<file path="src/itot_pkg.sv">
// shared types, constants and table-building functions for the overcurrent trip block
// no dependencies
package itot_pkg;

	localparam int CHANNELS = 4;
	localparam int CURVE_TABLE_DEPTH_DEF = 256;
	localparam int OCTAVES = 16;
	localparam int QUEUE_DEPTH = 2;
	localparam int DIV_W = 44;
	localparam int DEN_W = 32;
	localparam int PROG_W = 26;

	localparam logic [63:0] Q30_ONE = 64'd1 << 30;
	localparam logic [31:0] M_MIN_Q16 = 32'd66191;
	localparam logic [63:0] EXPO_Q30 = 64'd21474836;
	localparam logic [63:0] LN2_Q30 = 64'd744261118;
	localparam logic [PROG_W-1:0] PROG_ONE = PROG_W'(1) << 24;
	localparam logic [PROG_W-1:0] PROG_MAX = PROG_W'(1) << 25;
	localparam logic [7:0] CURVE_K = 8'd140;

	typedef enum logic [2:0] {
		REG_PICKUP      = 3'd0,
		REG_TIME_MULT   = 3'd1,
		REG_MIN_OPERATE = 3'd2,
		REG_MAX_OPERATE = 3'd3,
		REG_OP_DELAY    = 3'd4,
		REG_RESET_DELAY = 3'd5
	} reg_idx_t;

	typedef struct packed {
		logic [15:0] current_ch0;
		logic [15:0] current_ch1;
		logic [15:0] current_ch2;
		logic [15:0] current_ch3;
		logic [15:0] elapsed_ms;
	} sample_t;

	typedef struct packed {
		logic       trip_active;
		logic       trip_set;
		logic       trip_cleared;
		logic [3:0] tripped_mask;
		logic [3:0] reset_mask;
	} result_t;

	typedef struct packed {
		logic [15:0] pickup_current;
		logic [15:0] time_multiplier;
		logic [15:0] min_operate_ms;
		logic [15:0] max_operate_ms;
		logic [15:0] operate_delay_ms;
		logic [15:0] reset_delay_ms;
	} cfg_t;

	// classified sample set handed from front to back
	typedef struct packed {
		logic [CHANNELS-1:0][15:0] current;
		logic [15:0]               delta;
		logic [CHANNELS-1:0]       above;
	} job_t;

	// truncating unsigned long division by shift and subtract, table building only
	function automatic logic [63:0] div_u64(input logic [63:0] a, input logic [63:0] b);
		logic [63:0] q;
		logic [64:0] r;
		q = '0;
		r = '0;
		for (int i = 63; i >= 0; i--) begin
			r = {r[63:0], a[i]};
			if (r >= {1'b0, b}) begin
				r = r - {1'b0, b};
				q[i] = 1'b1;
			end
		end
		return q;
	endfunction

	// exp(y) in q30 for small y, truncating series
	function automatic logic [63:0] exp_q30(input logic [63:0] y);
		logic [63:0] sum;
		logic [63:0] term;
		sum = Q30_ONE;
		term = Q30_ONE;
		for (int k = 1; k <= 10; k++) begin
			term = div_u64((term * y) >> 30, 64'(k));
			sum = sum + term;
		end
		return sum;
	endfunction

	// ln(f) in q30 for f in [1,2], atanh series
	function automatic logic [63:0] ln_q30(input logic [63:0] f);
		logic [63:0] z;
		logic [63:0] z2;
		logic [63:0] p;
		logic [63:0] s;
		z = div_u64((f - Q30_ONE) << 30, f + Q30_ONE);
		z2 = (z * z) >> 30;
		p = z;
		s = 64'd0;
		for (int n = 1; n <= 21; n += 2) begin
			s = s + div_u64(p, 64'(n));
			p = (p * z2) >> 30;
		end
		return s << 1;
	endfunction

	// per-octave factor 2^(0.02*oct) in q30
	function automatic logic [30:0] oct_entry(input int k);
		return 31'(exp_q30((64'(k) * LN2_Q30 * EXPO_Q30) >> 30));
	endfunction

endpackage

</file>
<file path="src/itot_front.sv">
// front end: takes sample requests and marks channels above pickup
// depends on itot_pkg
module itot_front (
	input  logic              clk,
	input  logic              arst_n,
	input  logic              sample_valid,
	output logic              sample_ready,
	input  itot_pkg::sample_t sample,
	input  logic [15:0]       pickup_current,
	output logic              push,
	output itot_pkg::job_t    push_job,
	input  logic              queue_full
);
	import itot_pkg::*;

	logic [15:0] pick;
	job_t        job_d;
	job_t        job_q;
	logic        valid_q;
	logic        accept;

	// zero pickup acts as one
	assign pick = (pickup_current == 16'd0) ? 16'd1 : pickup_current;

	always_comb begin
		job_d.current[0] = sample.current_ch0;
		job_d.current[1] = sample.current_ch1;
		job_d.current[2] = sample.current_ch2;
		job_d.current[3] = sample.current_ch3;
		job_d.delta = sample.elapsed_ms;
		for (int c = 0; c < CHANNELS; c++) begin
			job_d.above[c] = job_d.current[c] > pick;
		end
	end

	assign push = valid_q && !queue_full;
	assign sample_ready = !valid_q || push;
	assign accept = sample_valid && sample_ready;
	assign push_job = job_q;

	// holding register
	always_ff @(posedge clk or negedge arst_n) begin
		if (!arst_n) begin
			valid_q <= 1'b0;
		end else if (accept) begin
			valid_q <= 1'b1;
		end else if (push) begin
			valid_q <= 1'b0;
		end
	end

	always_ff @(posedge clk) begin
		if (accept) begin
			job_q <= job_d;
		end
	end

endmodule

</file>
<file path="config.mk">
export PLATFORM = sky130hd
export DESIGN_NAME = itot_front
export DESIGN_NICKNAME = d
export VERILOG_FILES = /design/src/itot_pkg.sv /design/src/itot_front.sv
export SDC_FILE = /design/constraint.sdc
export NUM_CORES = 1
export LEC_CHECK = 0
export BUFFER_PORTS_ARGS = -buffer_cell sky130_fd_sc_hd__buf_2
export CORE_MARGIN = 4
export CORE_UTILIZATION = 40
export CTS_BUF_LIST = sky130_fd_sc_hd__clkbuf_16
export CTS_CLUSTER_DIAMETER = 150
export DETAILED_ROUTE_END_ITERATION = 8
export HOLD_SLACK_MARGIN = 0.02
export PLACE_DENSITY = 0.7
export SLEW_MARGIN = 20
export SYNTH_ARGS = -nofsm -noshare
export SYNTH_HDL_FRONTEND = slang
export SYNTH_SLANG_ARGS = --single-unit
</file>
<file path="constraint.sdc">
create_clock -name clk -period 4.3 [get_ports clk]
set_input_delay 0.645 -clock clk [delete_from_list [all_inputs] [get_ports clk]]
set_output_delay 0.645 -clock clk [all_outputs]
set_load 0.01 [all_outputs]
</file>
* Word-level counts from Yosys, hierarchy flattened
Cells that the tools add are included.
** Word-level totals
- Register bits after elaboration :: 85
- Output and inout port bits :: 86
** Cells by class
- Reduce and logical (&&, ||, !) cells :: 7
- Mux-type cells :: 3
- $lt $le $gt $ge :: 4
** Operators by type and width (count)
- $gt A16 B16 Y1 :: 4
- $logic_not A16 Y1 :: 1
- $mux W16 :: 1
- $logic_and A1 B1 Y1 :: 2
- $logic_not A1 Y1 :: 2
- $mux W1 :: 2
- $reduce_bool A2 Y1 :: 1
- $logic_or A1 B1 Y1 :: 1

* Longest topological paths before layout
Gate-level depths: netlist (run 1).
- Depth after elaboration :: 5
- Mapped depth :: 8
- Gate-level depth less buffers :: 8

* Worst setup path before layout (run 1)
Ideal clock, no wire load.
- Kind :: input to register
- From :: input port queue_full
- To :: register job_q, in the netlist push_job[0] (enable)
- Stages on the path :: 2
- Library setup time :: 452 ps
- Slack :: 1078 ps
- Data arrival time :: 2770 ps
- Path buffers :: 0
- Cell sequence :: nand2_1 -> and2_1
** On the way
- Longest elaborated chain between the ends :: 4
** Ends and longest elaborated chain
- start: declaration :: line itot_front.sv:12 : input logic queue_full
- $logic_not A1 Y1 :: line itot_front.sv:36 : assign push = valid_q && !queue_full;
- $logic_and A1 B1 Y1 :: line itot_front.sv:36
- $logic_or A1 B1 Y1 :: line itot_front.sv:37 : assign sample_ready = !valid_q || push;
- $logic_and A1 B1 Y1 :: line itot_front.sv:38 : assign accept = sample_valid && sample_ready;
- named net accept :: line itot_front.sv:20 : logic accept;
- end signal: assignment :: line itot_front.sv:54 : job_q <= job_d;
- end: declaration :: line itot_front.sv:18 : job_t job_q;
The timed path passes the listed nets, and every way through them passes these cells.
A chain may end at the register's enable or synchronous reset.

==> impl_results.md, run 1 <==
* Pre-antenna DRT Iters at 4
* Layout cells sized above 1 at around 43%
* Net count after synthesis at ~440
* Count of antenna-violating nets left after detailed routing at 0
* Unrepaired setup endpoints after global routing: no
* VDD IR max at roughly 0.21 mV
* Number of global-route vias before repair at 3,185
* Top cell type's share of synthesized area at 62.4%
* Final Cycle Share at between 50% and 60%
* Static power due to leakage at 2.51 nW
* Tightest Pin Transition at between 0.5 and 0.6 ns
* Port-buffer cells at about 190
* Library cell with the largest summed area after synthesis: sky130_fd_sc_hd__edfxtp_1
* Switching pwr at 498 uW
* Mapped cell area at a little over 4000 um2
* Area growth from synthesis to layout at 35.2%
* Relative slew slack at 62.3%
* Total negative setup slack at 0 ns
* Clock-pin slew of the registers on the worst-case setup and hold paths at 0.07 ns
* Share of total power in combinational logic at approximately 14%
* CTS Hold Buffers Added at 0
* Final slew viol count at 0
* Count of final setup violators at 0
* Number of clock sinks seen by CTS at between 80 and 90
* Cell with the most instances after synthesis: sky130_fd_sc_hd__edfxtp_1
* Top achievable clock speed at 420 MHz
* TritonCTS buffer count at 9
* Endpoint required time on the critical path at 4.37 ns
* Startpoint-to-endpoint class of the critical path: in2reg
* Post-place setup slack at ~1.6 ns
* Seq/Total Area, Yosys at between 60% and 70%
* Number of antenna violations at the first check in global routing at 2
* Critical path data arrival time at 2.45 ns
* Post-cts gate resize count at 0
* Post-route setup slack at roughly 1.9 ns
* Peak fanout along the critical path at 4
* Total half-perimeter wirelength after legalization and detailed placement at around 8.7 mm
* RD Place Congestion at about 0.8
* Buffer count from post-CTS setup fixing at 0
* Maximum number of pins on one net before global-route repair at 85
* Ys async rst share at around 1.2%
* X dimension of the die at between 100 and 150 um
* Die area at approximately 12,000 um2
* Sw frac at between 20 and 25%
* Post-Syn Instances at between 200 and 300
* Ports at 186
* Layout filler cell count at approximately 860
* Number of different library cells in the post-synthesis netlist at 29
* Layout net count at between 600 and 700
* Number of warnings reported in the yosys synthesis log at 0
* DRC Markers at 0
* Depth of the CTS H-tree at 3
* Clock tree from TritonCTS: done
* Internal power summed over all cells at about 1.5 mW
* Part of the total power dissipated in the clock network at 37.8%
* Drt initial violations at about 110
* Vias post-DR at between 2,000 and 3,000
* Clock Root Buffer: sky130_fd_sc_hd__clkbuf_16
* Worst R2R Setup Slack at between 2 and 3 ns
* Global-route wire length before repair at between 15 and 20 mm
* Cells taking the most area after synthesis: sky130_fd_sc_hd__edfxtp_1, sky130_fd_sc_hd__ha_1, sky130_fd_sc_hd__a21oi_1, sky130_fd_sc_hd__inv_1, sky130_fd_sc_hd__nand2_1
* Hold slack at around 0.074 ns
* Hold Crit Class: in2async
* Post-synthesis sequential element count at 85
* Clock Tree Buf Depth at 2
* Areal power density over the cells at 373 nW/um2
* Total gr overflow at 0
* Min Clock Period, post-route at roughly 2.4 ns
* Die height at around 110 um
* GRT Resource Usage Total at a little under a fifth
* Number of hold violations in the final report at 0
* Clock Skew at roughly 0.0044 ns
* Initial core utilization at about two fifths
* Wire length per cell at around 17 um
* Max-Cap Viols at 0
* # rows at 36
* Most used flip-flop cell after synthesis: sky130_fd_sc_hd__edfxtp_1
* Most frequent cells after synthesis: sky130_fd_sc_hd__edfxtp_1, sky130_fd_sc_hd__ha_1, sky130_fd_sc_hd__a21oi_1
* CP endpoint kind: register
* Mean instance size in the synthesized netlist at between 10 and 15 um2
* Diode insertion count for antenna repair at 0
* Type of element launching the critical path: input pin
* Status: finished, final reports clean
* Avg Vias per Cell at about 4.9
* Proportion of power drawn by flip-flops and latches at 47.8%
* Total Routed Length at between 10 and 15 mm
* Clock latency of the later-clocked register in the worst-skew pair at between 0.3 and 0.4 ns
* Core region area at ~9800 um2
* Number of synthesized flops with an enable pin at 84
-- layout by cell type, fill, tap and decap left out, types with 2 or more instances in the layout --
cell / Yosys / final
sky130_fd_sc_hd__a21o_1: 3 / 3
sky130_fd_sc_hd__a21oi_1: 29 / 29
sky130_fd_sc_hd__a221oi_1: 3 / 3
sky130_fd_sc_hd__a22oi_1: 2 / 2
sky130_fd_sc_hd__buf_2: 0 / 185
sky130_fd_sc_hd__clkbuf_16: 0 / 9
sky130_fd_sc_hd__clkinvlp_4: 0 / 2
sky130_fd_sc_hd__edfxtp_1: 84 / 84
sky130_fd_sc_hd__ha_1: 64 / 64
sky130_fd_sc_hd__inv_1: 22 / 23
sky130_fd_sc_hd__inv_6: 0 / 2
sky130_fd_sc_hd__nand2_1: 17 / 17
sky130_fd_sc_hd__nand3_1: 8 / 8
sky130_fd_sc_hd__nand4_1: 8 / 8
sky130_fd_sc_hd__nor2_1: 5 / 5
sky130_fd_sc_hd__nor2b_1: 3 / 3
sky130_fd_sc_hd__nor4_1: 7 / 7
sky130_fd_sc_hd__o211ai_1: 2 / 2
sky130_fd_sc_hd__o21ai_0: 6 / 6
-- worst max-delay path: stages --
cell	delay [ns]
sky130_fd_sc_hd__buf_2	0.11
sky130_fd_sc_hd__nor4_1	0.51
sky130_fd_sc_hd__a41o_1	0.35
sky130_fd_sc_hd__ha_1	0.18
sky130_fd_sc_hd__nor2b_1	0.05
sky130_fd_sc_hd__o211ai_1	0.18
sky130_fd_sc_hd__a21boi_2	0.07
sky130_fd_sc_hd__nor4_1	0.28
sky130_fd_sc_hd__a21oi_1	0.08
-- per-layer routing --
metal	share of wire, %	track usage [%]	vias to the layer above
met2	47	30.3	136
li1	-	-	1484
met5	0.25	0	-
met1	40	20.9	1341
met4	2.2	8.48	4
met3	10	6.81	18
-- metrics by stage --
stage	cells	util [%]	instance area, um2	power (mW)
floorplan	277	-	4050	1.15
global placement	595	52.3	5140	1.28
detailed placement	595	52.3	5140	1.29
CTS	611	55.4	5440	2.06
global route	612	55.7	5470	2.14
finish	612	55.7	5470	2.04
-- area by class of cell --
cell class	count	area, um2	area share [%]
clock buffer	9	225	4.12
clock inverter	7	75.1	1.37
inverter	22	82.6	1.51
multi-input combinational	170	1420	25.9
sequential	85	2550	46.6
tap	133	166	3.04
timing repair buffer	186	953	17.4
-- flip-flops by register name (all words and copies together) (netlist names) --
signal and count:
valid_q 1, push_job 84
-- worst paths after layout --
path	startpoint	endpoint	depth (start not counted)
max	pickup_current[8]	push_job[2]	9
min	arst_n	valid_q	1
max reg2reg	valid_q	push_job[43]	3
min reg2reg	valid_q	valid_q	2
max in group asynchronous	arst_n	valid_q	1
min in group clk	sample[14]	push_job[18]	1
-- power groups by stage --
| stage | clock network (mW) | logic, mW | registers (mW) |
|---|---|---|---|
| after global placement | 0 | 0.280 | 0.995 |
| after CTS | 0.792 | 0.294 | 0.979 |
| after floorplan | 0 | 0.121 | 1.03 |
| after global routing | 0.832 | 0.332 | 0.980 |
| after detailed placement | 0 | 0.292 | 0.996 |
| final | 0.772 | 0.293 | 0.977 |
-- logic make-up (layout without fill, tap and decap cells) --
family	Yosys count	in the layout	share of synthesized area, %
flip-flops	85	85	63.0
adder cells (fa/ha/maj)	64	64	19.8
AND/OR/NAND/NOR	56	56	7.76
AO/OA/AOI/OAI	50	50	7.42
buffers and inverters	22	224	2.04
Power figures use the tool's default switching activity.
==> inputs of run 2 (changes only) <==
- PLACE_DENSITY: 0.7 -> 0.73
- clock period: 4.3 -> 2.05 ns (I/O delays scaled with it)
==> run 2 against run 1 <==
  * Power grew 110%
  * Core utilization grew 0.98 points
  * Largest power group unchanged
  * Die area is the same
==> impl_results.md, run 2 (synthesis results as in run 1) <==
* Min Clock Period, post-route at 1.85 ns
* DRC Markers at 0 (unchanged)
* Leading cell type in the layout, fill and taps excluded: sky130_fd_sc_hd__buf_2 (unchanged)
* Crit path buffers/inverters at 2 (was 1)
* Layout cells sized above 1 at 44.5% (was 43.2%)
* Clock tree from TritonCTS: done (unchanged)
* Max incr delay on CP at 0.27 ns (was 0.51 ns)
* Wire length per cell at 16.9 um (was 17.4 um)
* Non-filler instance count after layout at 623 (was 612)
* Number of global-route vias before repair at 3,039 (was 3,185)
* Port-buffer cells at 185 (unchanged)
* Relative slew slack at 66.3% (was 62.3%)
* Die area at 11,800 um2 (unchanged)
* Ports at 186 (unchanged)
* Reg2Reg Depth at 3 (unchanged)
* Instance count along the most critical hold path at 1
* # rows at 36 (unchanged)
* Max FFs per register at 84 (unchanged)
* Final slew viol count at 0 (unchanged)
* Most frequent cells in the layout: sky130_fd_sc_hd__buf_2, sky130_fd_sc_hd__edfxtp_1, sky130_fd_sc_hd__ha_1 (unchanged)
* CP endpoint kind: register (unchanged)
* Total negative setup slack at 0 ns (unchanged)
* Areal power density over the cells at 773 nW/um2 (was 373 nW/um2)
* Placement-stage cell area at 5250 um2 (was 5140 um2)
* Total gr overflow at 0 (unchanged)
* Critical path data arrival time at 1.93 ns (was 2.45 ns)
* Clock Skew at 0.00488 ns (was 0.00442 ns)
* Post-route setup slack at 0.196 ns (was 1.92 ns)
* Status: finished, final reports clean (unchanged)
* Tightest Pin Transition at 0.501 ns (was 0.560 ns)
* Cell repeated most along the worst path: sky130_fd_sc_hd__nor4_1 (unchanged)
* Cell total after placement at 606 (was 595)
* Top achievable clock speed at 539 MHz
* RD Place Congestion at 0.801 (was 0.799)
* Clock Tree Buf Depth at 2 (unchanged)
* Worst hold path startpoint: sample[14]
* Hold slack at 0.141 ns (was 0.0743 ns)
* Static power due to leakage at 2.56 nW (was 2.51 nW)
* X dimension of the die at 109 um (unchanged)
* Layout filler cell count at 849 (was 856)
* Max-Cap Viols at 0 (unchanged)
* Area growth from synthesis to layout at 37.6% (was 35.2%)
* GRT Resource Usage Total at 18.0% (was 18.3%)
* Count of antenna-violating nets left after detailed routing at 0 (unchanged)
* Die height at 109 um (unchanged)
* Buffer count from post-CTS setup fixing at 0 (unchanged)
* Post-layout power at 4.30 mW (was 2.04 mW)
* Top routing layer used: met5 (unchanged)
* Endpoint required time on the critical path at 2.13 ns (was 4.37 ns)
* Cells along the critical path: buf_2, nor4_1, buf_4, a41o_1, ha_1, nor2b_1, o211ai_1, a21boi_2, nor4_1, a21oi_1 (was buf_2, nor4_1, a41o_1, ha_1, nor2b_1, o211ai_1, a21boi_2, nor4_1, a21oi_1)
* Worst R2R Setup Slack at 0.64 ns (was 2.76 ns)
* Final Cycle Share at roughly 90%
* Initial core utilization at 41.2% (unchanged)
* Clock latency of the later-clocked register in the worst-skew pair at 0.34 ns (was 0.33 ns)
* Layout net count at 649 (was 638)
* RR Startpoint: valid_q (unchanged)
* Startpoint-to-endpoint class of the critical path: in2reg (unchanged)
* Pre-antenna DRT Iters at 4 (unchanged)
* Clock-pin slew of the registers on the worst-case setup and hold paths at 0.06 ns (was 0.07 ns)
* Combined area of the multi-input logic cells at 1420 um2 (about the same)
* Drt initial violations at 137 (was 105)
* Clock Root Buffer: sky130_fd_sc_hd__clkbuf_16 (unchanged)
* Met2 WL at 5.12 mm (was 5.04 mm)
* Detailed-routing wirelength on met1 at 4.21 mm (was 4.25 mm)
* Global-route wire length before repair at 15.5 mm (was 15.7 mm)
* Type of element launching the critical path: input pin (unchanged)
* Depth of the CTS H-tree at 3 (unchanged)
* Number of clock sinks seen by CTS at 85 (unchanged)
* Slowest stage cell on the critical path: sky130_fd_sc_hd__nor4_1 (unchanged)
* Maximum number of pins on one net before global-route repair at 27 (was 85)
* Largest delay contributor family on the critical path: simple AND/OR/NAND/NOR gates (unchanged)
* Count of final setup violators at 0 (unchanged)
* Avg Vias per Cell at 4.87 (about the same)
* Diode insertion count for antenna repair at 0 (unchanged)
* Total half-perimeter wirelength after legalization and detailed placement at 8.75 mm (was 8.74 mm)
* Footprint of the flip-flops and latches at 2550 um2 (unchanged)
* VDD IR max at 0.428 mV (was 0.207 mV)
* Final core utilization at 56.7% (was 55.7%)
* Unrepaired setup endpoints after global routing: no (unchanged)
* R2r endpoint: push_job[73] (was push_job[43])
* Core region area at 9820 um2 (unchanged)
* Post-place setup slack at -0.157 ns (was 1.63 ns)
* Number of hold violations in the final report at 0 (unchanged)
* Total Routed Length at 10.5 mm (was 10.6 mm)
* TritonCTS buffer count at 9 (unchanged)
* Number of antenna violations at the first check in global routing at 1 (was 2)
* Final Instance Area at 5560 um2 (was 5470 um2)
* Met3 wire len at 983 um (was 1.10 mm)
* Vias post-DR at 3,037 (was 2,983)
* Peak fanout along the critical path at 3 (was 4)
* Hold-critical path endpoint: push_job[18]
* Hold Crit Class: in2reg (was in2async)
## run 2: changes by cell type in the layout (fill, tap and decap cells not counted), sizes merged
cell	delta
clkinv	+1
inv	-1
dlygate4sd3	+1
buf	+10
## run 2: per-layer routing
layer  track usage, %  up-vias
met3             6.63       16
met4             6.49        2
met1             21.0     1396
met2             30.3      120
met5                0        -
li1                 -     1503
## run 2: worst max path at each step
stage,startpoint,end,depth (start not counted)
after floorplan,valid_q,push_job[0],2
after global placement,pickup_current[8],push_job[2],10
after detailed placement,pickup_current[4],push_job[2],10
after CTS,pickup_current[4],push_job[2],10
after global routing,pickup_current[8],push_job[3],10
final,pickup_current[8],push_job[2],10
## run 2: what timing repair did
action	4_1_cts	5_1_grt
hold buffers	1	0
resized for setup	0	1
endpoints found under the hold margin	1	0
setup endpoints to repair	0	1
## run 2: where the power goes
group	internal, mW	total (mW)	switching (mW)
logic	0.275	0.637	0.362
clock network	0.947	1.62	0.670
registers	2.03	2.05	0.0202
total	3.25	4.30	1.05
## run 2: layout make-up
cell class | count | share of cell area, %
Clock buffer | 9 | 4.05
Clock inverter | 7 | 1.35
Timing Repair Buffer | 197 | 18.8
Sequential cell | 85 | 45.8
Multi-Input combinational cell | 170 | 25.6
Tap cell | 133 | 2.99
Inverter | 22 | 1.48
