===== src/itot_pkg.sv =====
// shared types, constants and table-building functions for the overcurrent trip block
// no dependencies
package itot_pkg;

	localparam int CHANNELS = 4;
	localparam int CURVE_TABLE_DEPTH_DEF = 256;
	localparam int OCTAVES = 16;
	localparam int QUEUE_DEPTH = 2;
	localparam int DIV_W = 44;
	localparam int DEN_W = 32;
	localparam int PROG_W = 26;

	localparam logic [63:0] Q30_ONE = 64'd1 << 30;
	localparam logic [31:0] M_MIN_Q16 = 32'd66191;
	localparam logic [63:0] EXPO_Q30 = 64'd21474836;
	localparam logic [63:0] LN2_Q30 = 64'd744261118;
	localparam logic [PROG_W-1:0] PROG_ONE = PROG_W'(1) << 24;
	localparam logic [PROG_W-1:0] PROG_MAX = PROG_W'(1) << 25;
	localparam logic [7:0] CURVE_K = 8'd140;

	typedef enum logic [2:0] {
		REG_PICKUP      = 3'd0,
		REG_TIME_MULT   = 3'd1,
		REG_MIN_OPERATE = 3'd2,
		REG_MAX_OPERATE = 3'd3,
		REG_OP_DELAY    = 3'd4,
		REG_RESET_DELAY = 3'd5
	} reg_idx_t;

	typedef struct packed {
		logic [15:0] current_ch0;
		logic [15:0] current_ch1;
		logic [15:0] current_ch2;
		logic [15:0] current_ch3;
		logic [15:0] elapsed_ms;
	} sample_t;

	typedef struct packed {
		logic       trip_active;
		logic       trip_set;
		logic       trip_cleared;
		logic [3:0] tripped_mask;
		logic [3:0] reset_mask;
	} result_t;

	typedef struct packed {
		logic [15:0] pickup_current;
		logic [15:0] time_multiplier;
		logic [15:0] min_operate_ms;
		logic [15:0] max_operate_ms;
		logic [15:0] operate_delay_ms;
		logic [15:0] reset_delay_ms;
	} cfg_t;

	// classified sample set handed from front to back
	typedef struct packed {
		logic [CHANNELS-1:0][15:0] current;
		logic [15:0]               delta;
		logic [CHANNELS-1:0]       above;
	} job_t;

	// truncating unsigned long division by shift and subtract, table building only
	function automatic logic [63:0] div_u64(input logic [63:0] a, input logic [63:0] b);
		logic [63:0] q;
		logic [64:0] r;
		q = '0;
		r = '0;
		for (int i = 63; i >= 0; i--) begin
			r = {r[63:0], a[i]};
			if (r >= {1'b0, b}) begin
				r = r - {1'b0, b};
				q[i] = 1'b1;
			end
		end
		return q;
	endfunction

	// exp(y) in q30 for small y, truncating series
	function automatic logic [63:0] exp_q30(input logic [63:0] y);
		logic [63:0] sum;
		logic [63:0] term;
		sum = Q30_ONE;
		term = Q30_ONE;
		for (int k = 1; k <= 10; k++) begin
			term = div_u64((term * y) >> 30, 64'(k));
			sum = sum + term;
		end
		return sum;
	endfunction

	// ln(f) in q30 for f in [1,2], atanh series
	function automatic logic [63:0] ln_q30(input logic [63:0] f);
		logic [63:0] z;
		logic [63:0] z2;
		logic [63:0] p;
		logic [63:0] s;
		z = div_u64((f - Q30_ONE) << 30, f + Q30_ONE);
		z2 = (z * z) >> 30;
		p = z;
		s = 64'd0;
		for (int n = 1; n <= 21; n += 2) begin
			s = s + div_u64(p, 64'(n));
			p = (p * z2) >> 30;
		end
		return s << 1;
	endfunction

	// per-octave factor 2^(0.02*oct) in q30
	function automatic logic [30:0] oct_entry(input int k);
		return 31'(exp_q30((64'(k) * LN2_Q30 * EXPO_Q30) >> 30));
	endfunction

endpackage


===== src/itot_queue.sv =====
// short queue of classified sample sets between front and back
// depends on itot_pkg
module itot_queue (
	input  logic             clk,
	input  logic             arst_n,
	input  logic             push,
	input  itot_pkg::job_t   push_job,
	output logic             full,
	input  logic             pop,
	output logic             not_empty,
	output itot_pkg::job_t   head
);
	import itot_pkg::*;

	localparam int PTR_W = (QUEUE_DEPTH > 1) ? $clog2(QUEUE_DEPTH) : 1;

	job_t             mem_q [QUEUE_DEPTH];
	logic [PTR_W-1:0] wr_ptr_q;
	logic [PTR_W-1:0] rd_ptr_q;
	logic [PTR_W:0]   count_q;

	assign full = count_q == (PTR_W+1)'(QUEUE_DEPTH);
	assign not_empty = count_q != '0;
	assign head = mem_q[rd_ptr_q];

	// pointers and fill count
	always_ff @(posedge clk or negedge arst_n) begin
		if (!arst_n) begin
			wr_ptr_q <= '0;
			rd_ptr_q <= '0;
			count_q <= '0;
		end else begin
			if (push) begin
				wr_ptr_q <= (wr_ptr_q == PTR_W'(QUEUE_DEPTH - 1)) ? '0 : wr_ptr_q + PTR_W'(1);
			end
			if (pop) begin
				rd_ptr_q <= (rd_ptr_q == PTR_W'(QUEUE_DEPTH - 1)) ? '0 : rd_ptr_q + PTR_W'(1);
			end
			count_q <= count_q + (PTR_W+1)'(push) - (PTR_W+1)'(pop);
		end
	end

	// storage
	always_ff @(posedge clk) begin
		if (push) begin
			mem_q[wr_ptr_q] <= push_job;
		end
	end

	assert property (@(posedge clk) disable iff (!arst_n) push |-> !full || pop)
		else $error("queue overflow");
	assert property (@(posedge clk) disable iff (!arst_n) pop |-> not_empty)
		else $error("queue underflow");
	assert property (@(posedge clk) disable iff (!arst_n)
		push && !pop && !full |=> not_empty)
		else $error("queue lost a request");

endmodule


===== config.mk =====
export PLATFORM = sky130hd
export DESIGN_NAME = itot_queue
export DESIGN_NICKNAME = d
export VERILOG_FILES = /design/src/itot_pkg.sv /design/src/itot_queue.sv
export SDC_FILE = /design/constraint.sdc
export NUM_CORES = 1
export LEC_CHECK = 0
export ABC_AREA = 1
export BUFFER_PORTS_ARGS = -buffer_cell sky130_fd_sc_hd__buf_2
export CORE_MARGIN = 2
export CORE_UTILIZATION = 52
export DETAILED_ROUTE_END_ITERATION = 10
export PLACE_DENSITY = 0.89
export SYNTH_ARGS = -nofsm -noshare
export SYNTH_HDL_FRONTEND = slang
export SYNTH_SLANG_ARGS = --single-unit
export TNS_END_PERCENT = 100

===== constraint.sdc =====
create_clock -name clk -period 13.81 [get_ports clk]
set_clock_uncertainty 0.2 [all_clocks]
set_input_delay 2.762 -clock clk [delete_from_list [all_inputs] [get_ports clk]]
set_output_delay 2.762 -clock clk [all_outputs]
set_load 0.03 [all_outputs]

After elaboration in Yosys (flattened, before gate mapping)
Memories as Yosys holds them, arrays and structs flattened.
Cells that the tools add are included.
{"block": "classes", "n_eq_ne": 1, "shifts": 0, "n_reduce_logical": 1, "n_mul": 0, "div": 0, "n_bitwise": 0, "n_mux": 4, "addsub": 4, "order_cmp": 0}
{"cell": "$mux W1", "n": 4}
{"cell": "$add A1 B1 Y1 const B", "n": 2}
{"cell": "$add A2 B1 Y2", "n": 1}
{"cell": "$eq A2 B2 Y1 const B", "n": 1}
{"cell": "$reduce_bool A2 Y1", "n": 1}
{"cell": "$sub A2 B1 Y2", "n": 1}
{"block": "totals", "regBits": 4, "mem_bits_rw": 168, "word_cells": 14, "inputBits": 88, "mem_bits_ro": 0, "latch_bits": 0, "n_memories": 1, "output_inout_bits": 86}
{"memory": "mem_q", "depth": 2, "width": 84, "rd": 1, "rd_ports_with_merged_regs": 0, "wr": 1, "line": "itot_queue.sv:17", "source": "job_t mem_q [QUEUE_DEPTH];"}

Depth between registers and ports, before layout
Gate-level depths: netlist of run 1.
{"block": "depth", "word_depth": 2, "depth_mapped": 7, "depth_no_buf": 7}

Least setup slack after synthesis of run 1
No wires, ideal clock.
{"block": "synth_timing", "kind": "input-to-reg", "from": "in push", "to": "mem mem_q[0][0] in the netlist's numbering, enable pin", "setup_time_ps": 529, "n_path_buf": 0, "slack_ps": 6760, "t_arrival_ps": 6320, "required_time_ps": 13081, "stages": 2, "path_cell_list": "inv_1 > nor2_1"}
{"block": "synth_between", "elab_chain_len": 2}
{"element": "start, declared", "line": "itot_queue.sv:6", "source": "input logic push,"}
{"element": "$mux W1", "line": "itot_queue.sv:45", "source": "if (push) begin"}
{"element": "$mux W1 (implied by the code)", "line": "itot_queue.sv:46", "source": "mem_q[wr_ptr_q] <= push_job;"}
{"element": "end, declared", "line": "itot_queue.sv:17"}
No other way between the ends.

==> results of run 1 <==
-- final timing paths --
kind | cells after the start | from | to
setup reg to reg | 2 | wr_ptr_q | mem_q[0][60]
hold reg to reg | 1 | wr_ptr_q | wr_ptr_q
min in group asynchronous | 1 | arst_n | wr_ptr_q
setup / recovery | 4 | rd_ptr_q | head[60]
hold / removal | 1 | wr_ptr_q | wr_ptr_q
max in group asynchronous | 1 | arst_n | rd_ptr_q
-- cells in the final DEF (no fill, tap or decap), drive strengths merged --
| cell type | instances |
|---|---|
| o21ai | 84 |
| dfrtp | 4 |
| bufinv | 4 |
| edfxtp | 168 |
| inv | 91 |
| clkinvlp | 1 |
| xor2 | 2 |
| clkinv | 9 |
| nand3 | 1 |
| ha | 2 |
| clkbuf | 17 |
| buf | 176 |
| nor2 | 2 |
| nand2 | 91 |
-- sequential cells by signal (all words and copies together) (netlist names) --
signal    flops
count_q       2
rd_ptr_q      1
wr_ptr_q      1
mem_q       168
-- cells by family (layout without fill, tap and decap cells) --
| kind of cell | Yosys count | in the layout |
|---|---|---|
| XOR/XNOR | 2 | 2 |
| buffers and inverters | 110 | 298 |
| flip-flops | 172 | 172 |
| adder cells (fa/ha/maj) | 2 | 2 |
| AO/OA/AOI/OAI | 84 | 84 |
| AND/OR/NAND/NOR | 94 | 94 |
-- routing by layer --
metal | track usage | part of all wire
met3 | 0.05034 | 0.063
met5 | 0 | 0
met2 | 0.2690 | 0.49
met1 | 0.2157 | 0.43
met4 | 0.07857 | 0.017
-- cell type report --
| cell class | instances | area, um^2 | area share |
|---|---|---|---|
| Sequential cell | 172 | 5149 | 0.6344 |
| Clock buffer | 17 | 425.4 | 0.05242 |
| Multi-Input combinational cell | 182 | 918.4 | 0.1132 |
| Inverter | 91 | 342.8 | 0.04224 |
| Tap cell | 172 | 215.2 | 0.02652 |
| Timing Repair Buffer | 176 | 888.4 | 0.1095 |
| Clock inverter | 14 | 176.4 | 0.02174 |
-- power breakdown --
part           internal, mW  switching [mW]  leakage [nW]
Clock                 0.299           0.181         0.295
Combinational         0.164           0.476          1.57
Sequential            0.695          0.0618          1.62
Total                  1.16           0.719          3.49
==> impl_metrics.env, run 1 <==
export IMPL_grt_pass1_vias=3618
export IMPL_postPlaceCellArea_um2=7513
export IMPL_rows=41
export IMPL_fmaxAchievable_mhz=179.7
export IMPL_drive_gt1_frac=0.3558
export IMPL_finalHoldViolCount=0
export IMPL_crit_chain="buf_4, nand2_1, o21ai_2, buf_2"
export IMPL_worstPathArrival_ns=2.60
export IMPL_total_power_mw=1.877
export IMPL_rsz0062_at_grt="false"
export IMPL_synthTopCellsByArea="edfxtp_1 77%, inv_1 5.2%, nand2_1 5.2%"
export IMPL_slew_violations=0
export IMPL_fin_nets=730
export IMPL_synthMuxAreaShare=0
export IMPL_fin_area_um2=8115
export IMPL_dieArea_um2=13560
export IMPL_worst_path_buf_inv=2
export IMPL_cap_violations=0
export IMPL_yosys_register_bits=172
export IMPL_drtIter0Drc=193
export IMPL_synth_ff_type="edfxtp_1"
export IMPL_syn_avg_cell_area_um2=14.17
export IMPL_h_tree_depth=4
export IMPL_die_w_um=116.4
export IMPL_dp_cells=793
export IMPL_finalCritPeriodShare=0.4029
export IMPL_period_needed_ns=5.564
export IMPL_place_hpwl_mm=7.597
export IMPL_grt_pass1_wl_mm=16.95
export IMPL_cts_buffers=17
export IMPL_ant_nets=0
export IMPL_ios=174
export IMPL_yosys_area_share_adder=0.003807
export IMPL_outcome="complete, no violations"
export IMPL_synth_cells=464
export IMPL_finalHoldWorstSlack_ns=0.3486
export IMPL_cts_tree="done"
export IMPL_leakagePower_nw=3.493
export IMPL_die_h_um=116.4
export IMPL_synth_compound_area_frac=0.07823
export IMPL_hold_path_class="register to register"
export IMPL_netlist_area_um2=6574
export IMPL_ys_seq_area_frac=0.7826
export IMPL_clkSinkCount=172
export IMPL_drt_wirelength_per_cell_um=13.74
export IMPL_fill_cells=870
export IMPL_gp_congestion=0.6942
export IMPL_yosysUniqueCellTypes=15
export IMPL_syn2layout_area_growth_pct=23.45
export IMPL_avgViaCountPerCell=4.598
export IMPL_route_detailed_drc=0
export IMPL_yosys_area_share_simple=0.05386
export IMPL_r2r_setup_slack_ns=11.23
export IMPL_async_reset_ff_frac=0.02326
export IMPL_setup_violations=0
export IMPL_root_buffer="clkbuf_16"
export IMPL_clock_path_buffers=2
export IMPL_ctsHoldBuffers=0
export IMPL_synthesis_nets=554
export IMPL_critPathLaunchType="register"
export IMPL_dr_pass1_iters=4
export IMPL_fin_util=0.6510
export IMPL_crit_path_end_kind="output pin"
export IMPL_grt_util_all_layers=0.1690
export IMPL_grt_max_degree=95
export IMPL_cellPowerDensity_nw_per_um2=231.3
export IMPL_required_ns=10.85
export IMPL_io_buffers=173
export IMPL_start_util=0.5274
export IMPL_critPathSlowestCell="dfrtp_4"
export IMPL_cts_setup_buffers=0
export IMPL_globalRoute_totalOverflow=0
export IMPL_slowest_delay_ns=0.97
export IMPL_yosysWarnings=0
export IMPL_synth_common_cells="168 x edfxtp_1, 91 x inv_1, 91 x nand2_1"
export IMPL_peakVddDrop_v=0.0002031
export IMPL_cts_clk_slew_worst_paths_ns=0.06
export IMPL_synth_xor_area_frac=0.002665
export IMPL_synth_largest_area_cell="edfxtp_1"
export IMPL_crit_fanout=94
export IMPL_clock_latency_ns=0.41
export IMPL_critPathTopFamily="flip-flops"
export IMPL_crit_type="register to output pin"
export IMPL_synth_edf_count=168
export IMPL_vias=3789
export IMPL_coreArea_um2=12470
export IMPL_worstMarginPinSlew_ns=1.213
export IMPL_wl_mm=11.32
export IMPL_setup_tns_ns=0
export IMPL_relSlewSlack=0.1896
export IMPL_synth_top_family_by_area="buffers and inverters"
export IMPL_synth_most_common_cell="edfxtp_1"
export IMPL_place_ws_ns=8.602
export IMPL_yosys_area_top_type_share=0.7674
export IMPL_n_antenna_cell=0
export IMPL_setup_slack_ns=8.246
export IMPL_instances_no_fill=824
export IMPL_cts_resized=0
export IMPL_antenna_found_initial=0
(Power assumes the default switching activity.)
==> inputs of run 2 (changes only) <==
clock period = 5.3 ns   (was 13.81 ns; I/O delays follow)
==> impl_metrics.env, run 2 (synthesized netlist as in run 1, its figures left out) <==
export IMPL_power_internal_mw=3.075
export IMPL_peakVddDrop_v=0.0003545
export IMPL_dp_cells=793
export IMPL_cts_setup_buffers=0
export IMPL_cts_resized=0
export IMPL_crit_type="register to output pin"
export IMPL_power_switching_mw=1.876
export IMPL_root_buffer="clkbuf_16"
export IMPL_wl_mm=11.80
export IMPL_io_buffers=173
export IMPL_die_h_um=116.4
export IMPL_die_w_um=116.4
export IMPL_rows=41
export IMPL_dieArea_um2=13560
export IMPL_grt_util_all_layers=0.1783
export IMPL_outcome="complete, no violations"
export IMPL_rsz0062_at_grt="false"
export IMPL_slew_violations=0
export IMPL_cts_buffers=17
export IMPL_crit_path_end_kind="output pin"
export IMPL_ant_nets=0
export IMPL_top_register="mem_q"
export IMPL_cap_violations=0
export IMPL_finalHoldWorstSlack_ns=0.2517
export IMPL_grt_max_degree=95
export IMPL_globalRoute_totalOverflow=0
export IMPL_reg_top3="mem_q x168, count_q x2"
export IMPL_clock_path_buffers=2
export IMPL_gp_congestion=0.7051
export IMPL_hold_path_class="input port to async pin"
export IMPL_fmaxAchievable_mhz=286.0
export IMPL_layout_commonest_cell="buf_2"
export IMPL_drive_gt1_frac=0.3553
export IMPL_critPathLaunchType="register"
export IMPL_route_detailed_drc=0
export IMPL_final_cell_mix="173 x buf_2, 168 x edfxtp_1, 91 x nand2_1"
export IMPL_dr_pass1_iters=4
export IMPL_fin_nets=730
export IMPL_drt_wirelength_per_cell_um=14.30
export IMPL_setup_tns_ns=0
export IMPL_switching_share=0.3789
export IMPL_vias=3858
export IMPL_setup_slack_ns=1.804
export IMPL_instances_no_fill=825
export IMPL_finalHoldViolCount=0
export IMPL_leakagePower_nw=3.514
export IMPL_period_needed_ns=3.496
export IMPL_h_tree_depth=4
export IMPL_place_hpwl_mm=7.891
export IMPL_largest_register_ffs=168
export IMPL_n_antenna_cell=0
export IMPL_syn2layout_area_growth_pct=24.13
export IMPL_p_seq_frac=0.394
export IMPL_start_util=0.5274
export IMPL_clkSinkCount=172
export IMPL_p_clk_frac=0.260
export IMPL_ctsHoldBuffers=0
export IMPL_finalCritPeriodShare=0.6596
export IMPL_drtIter0Drc=262
export IMPL_p_comb_frac=0.347
export IMPL_required_ns=4.04
export IMPL_cellPowerDensity_nw_per_um2=606.7
export IMPL_ios=174
export IMPL_grt_pass1_wl_mm=17.88
export IMPL_worstPathArrival_ns=2.24
export IMPL_cts_clk_slew_worst_paths_ns=0.06
export IMPL_place_ws_ns=2.224
export IMPL_clock_latency_ns=0.41
export IMPL_setup_violations=0
export IMPL_antenna_found_initial=1
export IMPL_cts_tree="done"
export IMPL_coreArea_um2=12470
export IMPL_fin_util=0.6546
export IMPL_grt_pass1_vias=3817
export IMPL_worstMarginPinSlew_ns=1.135
export IMPL_avgViaCountPerCell=4.676
export IMPL_crit_fanout=94
export IMPL_relSlewSlack=0.2416
==> run 2: changes by cell type in the layout (fill, tap and decap cells not counted), sizes merged <==
cell,change
clkinv,-4
clkinvlp,-1
clkbuf,+7
inv,-1
==> run 2: path summary, 6_finish.rpt <==
kind / startpoint / end / slack (ns) / cells past startpoint
setup / recovery: rd_ptr_q / head[75] / 1.80 / 4
hold / removal: arst_n / rd_ptr_q / 0.25 / 1
setup reg to reg: wr_ptr_q / mem_q[1][21] / 3.05 / 3
hold reg to reg: wr_ptr_q / wr_ptr_q / 0.36 / 1
max in group asynchronous: arst_n / rd_ptr_q / 4.50 / 1
min in group clk: wr_ptr_q / wr_ptr_q / 0.36 / 1
==> run 2: stage by stage <==
stage               cell area, um^2  power [mW]
finish                         8160       4.951
global route                   8160       5.205
CTS                            8160       5.003
detailed placement             7538       3.708
global placement               7538       3.647
floorplan                      6576       3.288
==> run 2: metal layers <==
metal  vias up  routed length, um  track usage
met5         -                  0            0
li1       1918                  -            -
met3        10                692      0.04930
met2       135               6229       0.2988
met1      1795               4789       0.2162
met4         0                 85      0.08254
==> run 2: worst max-delay path, stage by stage (launching register included) <==
cell and delay, ns:
dfrtp_4 0.86, buf_12 0.40, nand2_1 0.10, o21ai_0 0.11
buf_2 0.25
==> run 2: layout make-up <==
| cell class | count | area (um^2) |
|---|---|---|
| fillers | 920 | 4305 |
| multi-input cells | 182 | 918.4 |
| well taps | 172 | 215.2 |
| clock buffers | 24 | 481.7 |
| repair buffers | 176 | 913.4 |
| flip-flops and latches | 172 | 5149 |
| inverters | 91 | 342.8 |
| clock inverters | 8 | 140.1 |
==> run 2: power groups by stage <==
stage	Clock (mW)	Combinational [mW]	Sequential [mW]
floorplan	0	1.39	1.90
global placement	0	1.69	1.96
detailed placement	0	1.73	1.98
CTS	1.31	1.74	1.95
global route	1.36	1.86	1.98
finish	1.29	1.72	1.95
==> inputs of run 3 (changes only) <==
CORE_UTILIZATION = 47   (was 52)
PLACE_DENSITY = 0.85   (was 0.89)
clock period = 3.1 ns   (was 5.3 ns; I/O delays follow)
==> impl_metrics.env, run 3 (synthesized netlist as in run 1, its figures left out) <==
export IMPL_outcome="complete, no violations"
export IMPL_drt_wirelength_per_cell_um=13.56
export IMPL_dr_pass1_iters=5
export IMPL_ios=174
export IMPL_finalHoldWorstSlack_ns=0.1869
export IMPL_dieArea_um2=14950
export IMPL_place_hpwl_mm=7.686
export IMPL_crit_chain="buf_12, nand2_1, o21ai_0, buf_2"
export IMPL_layout_commonest_cell="buf_2"
export IMPL_fin_nets=734
export IMPL_peakVddDrop_v=0.0006058
export IMPL_wl_mm=11.35
export IMPL_dp_cells=804
export IMPL_crit_path_end_kind="output pin"
export IMPL_largest_register_ffs=168
export IMPL_hold_start="push_job[8]"
export IMPL_clock_latency_ns=0.41
export IMPL_slew_violations=0
export IMPL_finalHoldViolCount=0
export IMPL_gp_congestion=0.6988
export IMPL_antenna_found_initial=0
export IMPL_finalCritPeriodShare=0.9137
export IMPL_avgViaCountPerCell=4.685
export IMPL_worstReg2RegStart="wr_ptr_q"
export IMPL_coreArea_um2=13770
export IMPL_fmaxAchievable_mhz=353.0
export IMPL_relSlewSlack=0.6091
export IMPL_clock_path_buffers=2
export IMPL_grt_pass1_wl_mm=17.38
export IMPL_cts_setup_buffers=0
export IMPL_place_ws_ns=0.7066
export IMPL_slowest_delay_ns=0.81
export IMPL_drtIter0Drc=219
export IMPL_crit_start="rd_ptr_q"
export IMPL_drive_gt1_frac=0.3623
export IMPL_route_detailed_drc=0
export IMPL_worstMarginPinSlew_ns=0.5863
export IMPL_r2r_setup_slack_ns=1.29
export IMPL_ant_nets=0
export IMPL_syn2layout_area_growth_pct=25.03
export IMPL_top_register="mem_q"
export IMPL_hold_path_class="input port to register"
export IMPL_io_buffers=173
export IMPL_h_tree_depth=4
export IMPL_vias=3921
export IMPL_leakagePower_nw=3.525
export IMPL_whs_path_depth=1
export IMPL_cellPowerDensity_nw_per_um2=1029
export IMPL_crit_fanout=56
export IMPL_cts_resized=0
export IMPL_cts_tree="done"
export IMPL_setup_slack_ns=0.2675
export IMPL_die_h_um=122.3
export IMPL_clkSinkCount=172
export IMPL_grt_pass1_vias=3813
export IMPL_cap_violations=0
export IMPL_worst_path_buf_inv=2
export IMPL_reg2reg_depth=3
export IMPL_grt_max_degree=85
export IMPL_critPathLaunchType="register"
export IMPL_grt_util_all_layers=0.1551
export IMPL_die_w_um=122.3
export IMPL_worstPathArrival_ns=2.01
export IMPL_rsz0062_at_grt="false"
export IMPL_total_power_mw=8.457
export IMPL_rows=43
export IMPL_root_buffer="clkbuf_16"
export IMPL_setup_violations=0
export IMPL_setup_tns_ns=0
export IMPL_instances_no_fill=837
export IMPL_critPathTopFamily="flip-flops"
export IMPL_critPathSlowestCell="dfrtp_4"
export IMPL_final_cell_mix="173 x buf_2, 168 x edfxtp_1, 91 x nand2_1"
export IMPL_cts_buffers=17
export IMPL_cts_clk_slew_worst_paths_ns=0.07
export IMPL_required_ns=2.28
export IMPL_crit_type="register to output pin"
export IMPL_reg_top3="mem_q x168, count_q x2"
export IMPL_n_antenna_cell=0
export IMPL_r2r_end="mem_q[1][38]"
export IMPL_start_util=0.4773
export IMPL_period_needed_ns=2.833
export IMPL_globalRoute_totalOverflow=0
export IMPL_hold_end="mem_q[0][8]"
## run 3: cell types whose count changed in the layout (fill, tap and decap cells not counted), sizes merged
cell         before  now
buf             176  179
bufinv            4    3
clkinvlp          0    2
clkinv            5    6
inv              90   94
clkbuf           24   18
dlygate4sd3       0    1
## run 3: cell type report
cell class / instances / area [um^2]
sequential: 172 / 5149
multi-input combinational: 182 / 918.4
clock buffer: 18 / 429.2
timing repair buffer: 180 / 970.9
clock inverter: 14 / 183.9
tap: 180 / 225.2
inverter: 91 / 342.8
fill: 1093 / 5554
## run 3: worst max path at each step
stage	cells past startpoint	endpoint
finish	4	head[15]
global route	4	head[10]
CTS	4	head[15]
detailed placement	4	head[15]
global placement	4	head[34]
floorplan	2	mem_q[1][0]
## run 3: routing by layer
metal | global-route usage | up-vias | share of wire
met1 | 0.1749 | 1849 | 0.40
met5 | 0 | - | 0
li1 | - | 1933 | -
met2 | 0.2653 | 123 | 0.52
met3 | 0.05669 | 16 | 0.064
met4 | 0.06681 | 0 | 0.014
## run 3: where the power goes
part | internal [mW] | leakage, nW | switching, mW
Combinational | 0.804 | 1.61 | 2.19
Clock | 1.28 | 0.292 | 0.873
Sequential | 3.09 | 1.62 | 0.218
Total | 5.18 | 3.53 | 3.28
## run 3: worst register-to-register path: cells and delay by family, from the launching register on
family / cells / cell delay, ns
AND/OR/NAND/NOR: 1 / 0.11
flip-flops: 1 / 0.43
buffers and inverters: 2 / 0.75
## run 3: through the flow
step | utilization | area, um^2
global placement | 0.5515 | 7596
floorplan | - | 6581
finish | 0.5967 | 8219
global route | 0.5967 | 8219
CTS | 0.5967 | 8219
detailed placement | 0.5515 | 7596
## run 3: timing repair
item	CTS	global route
hold buffers	1	0
endpoints found under the hold margin	4	0
setup endpoints to repair	0	0
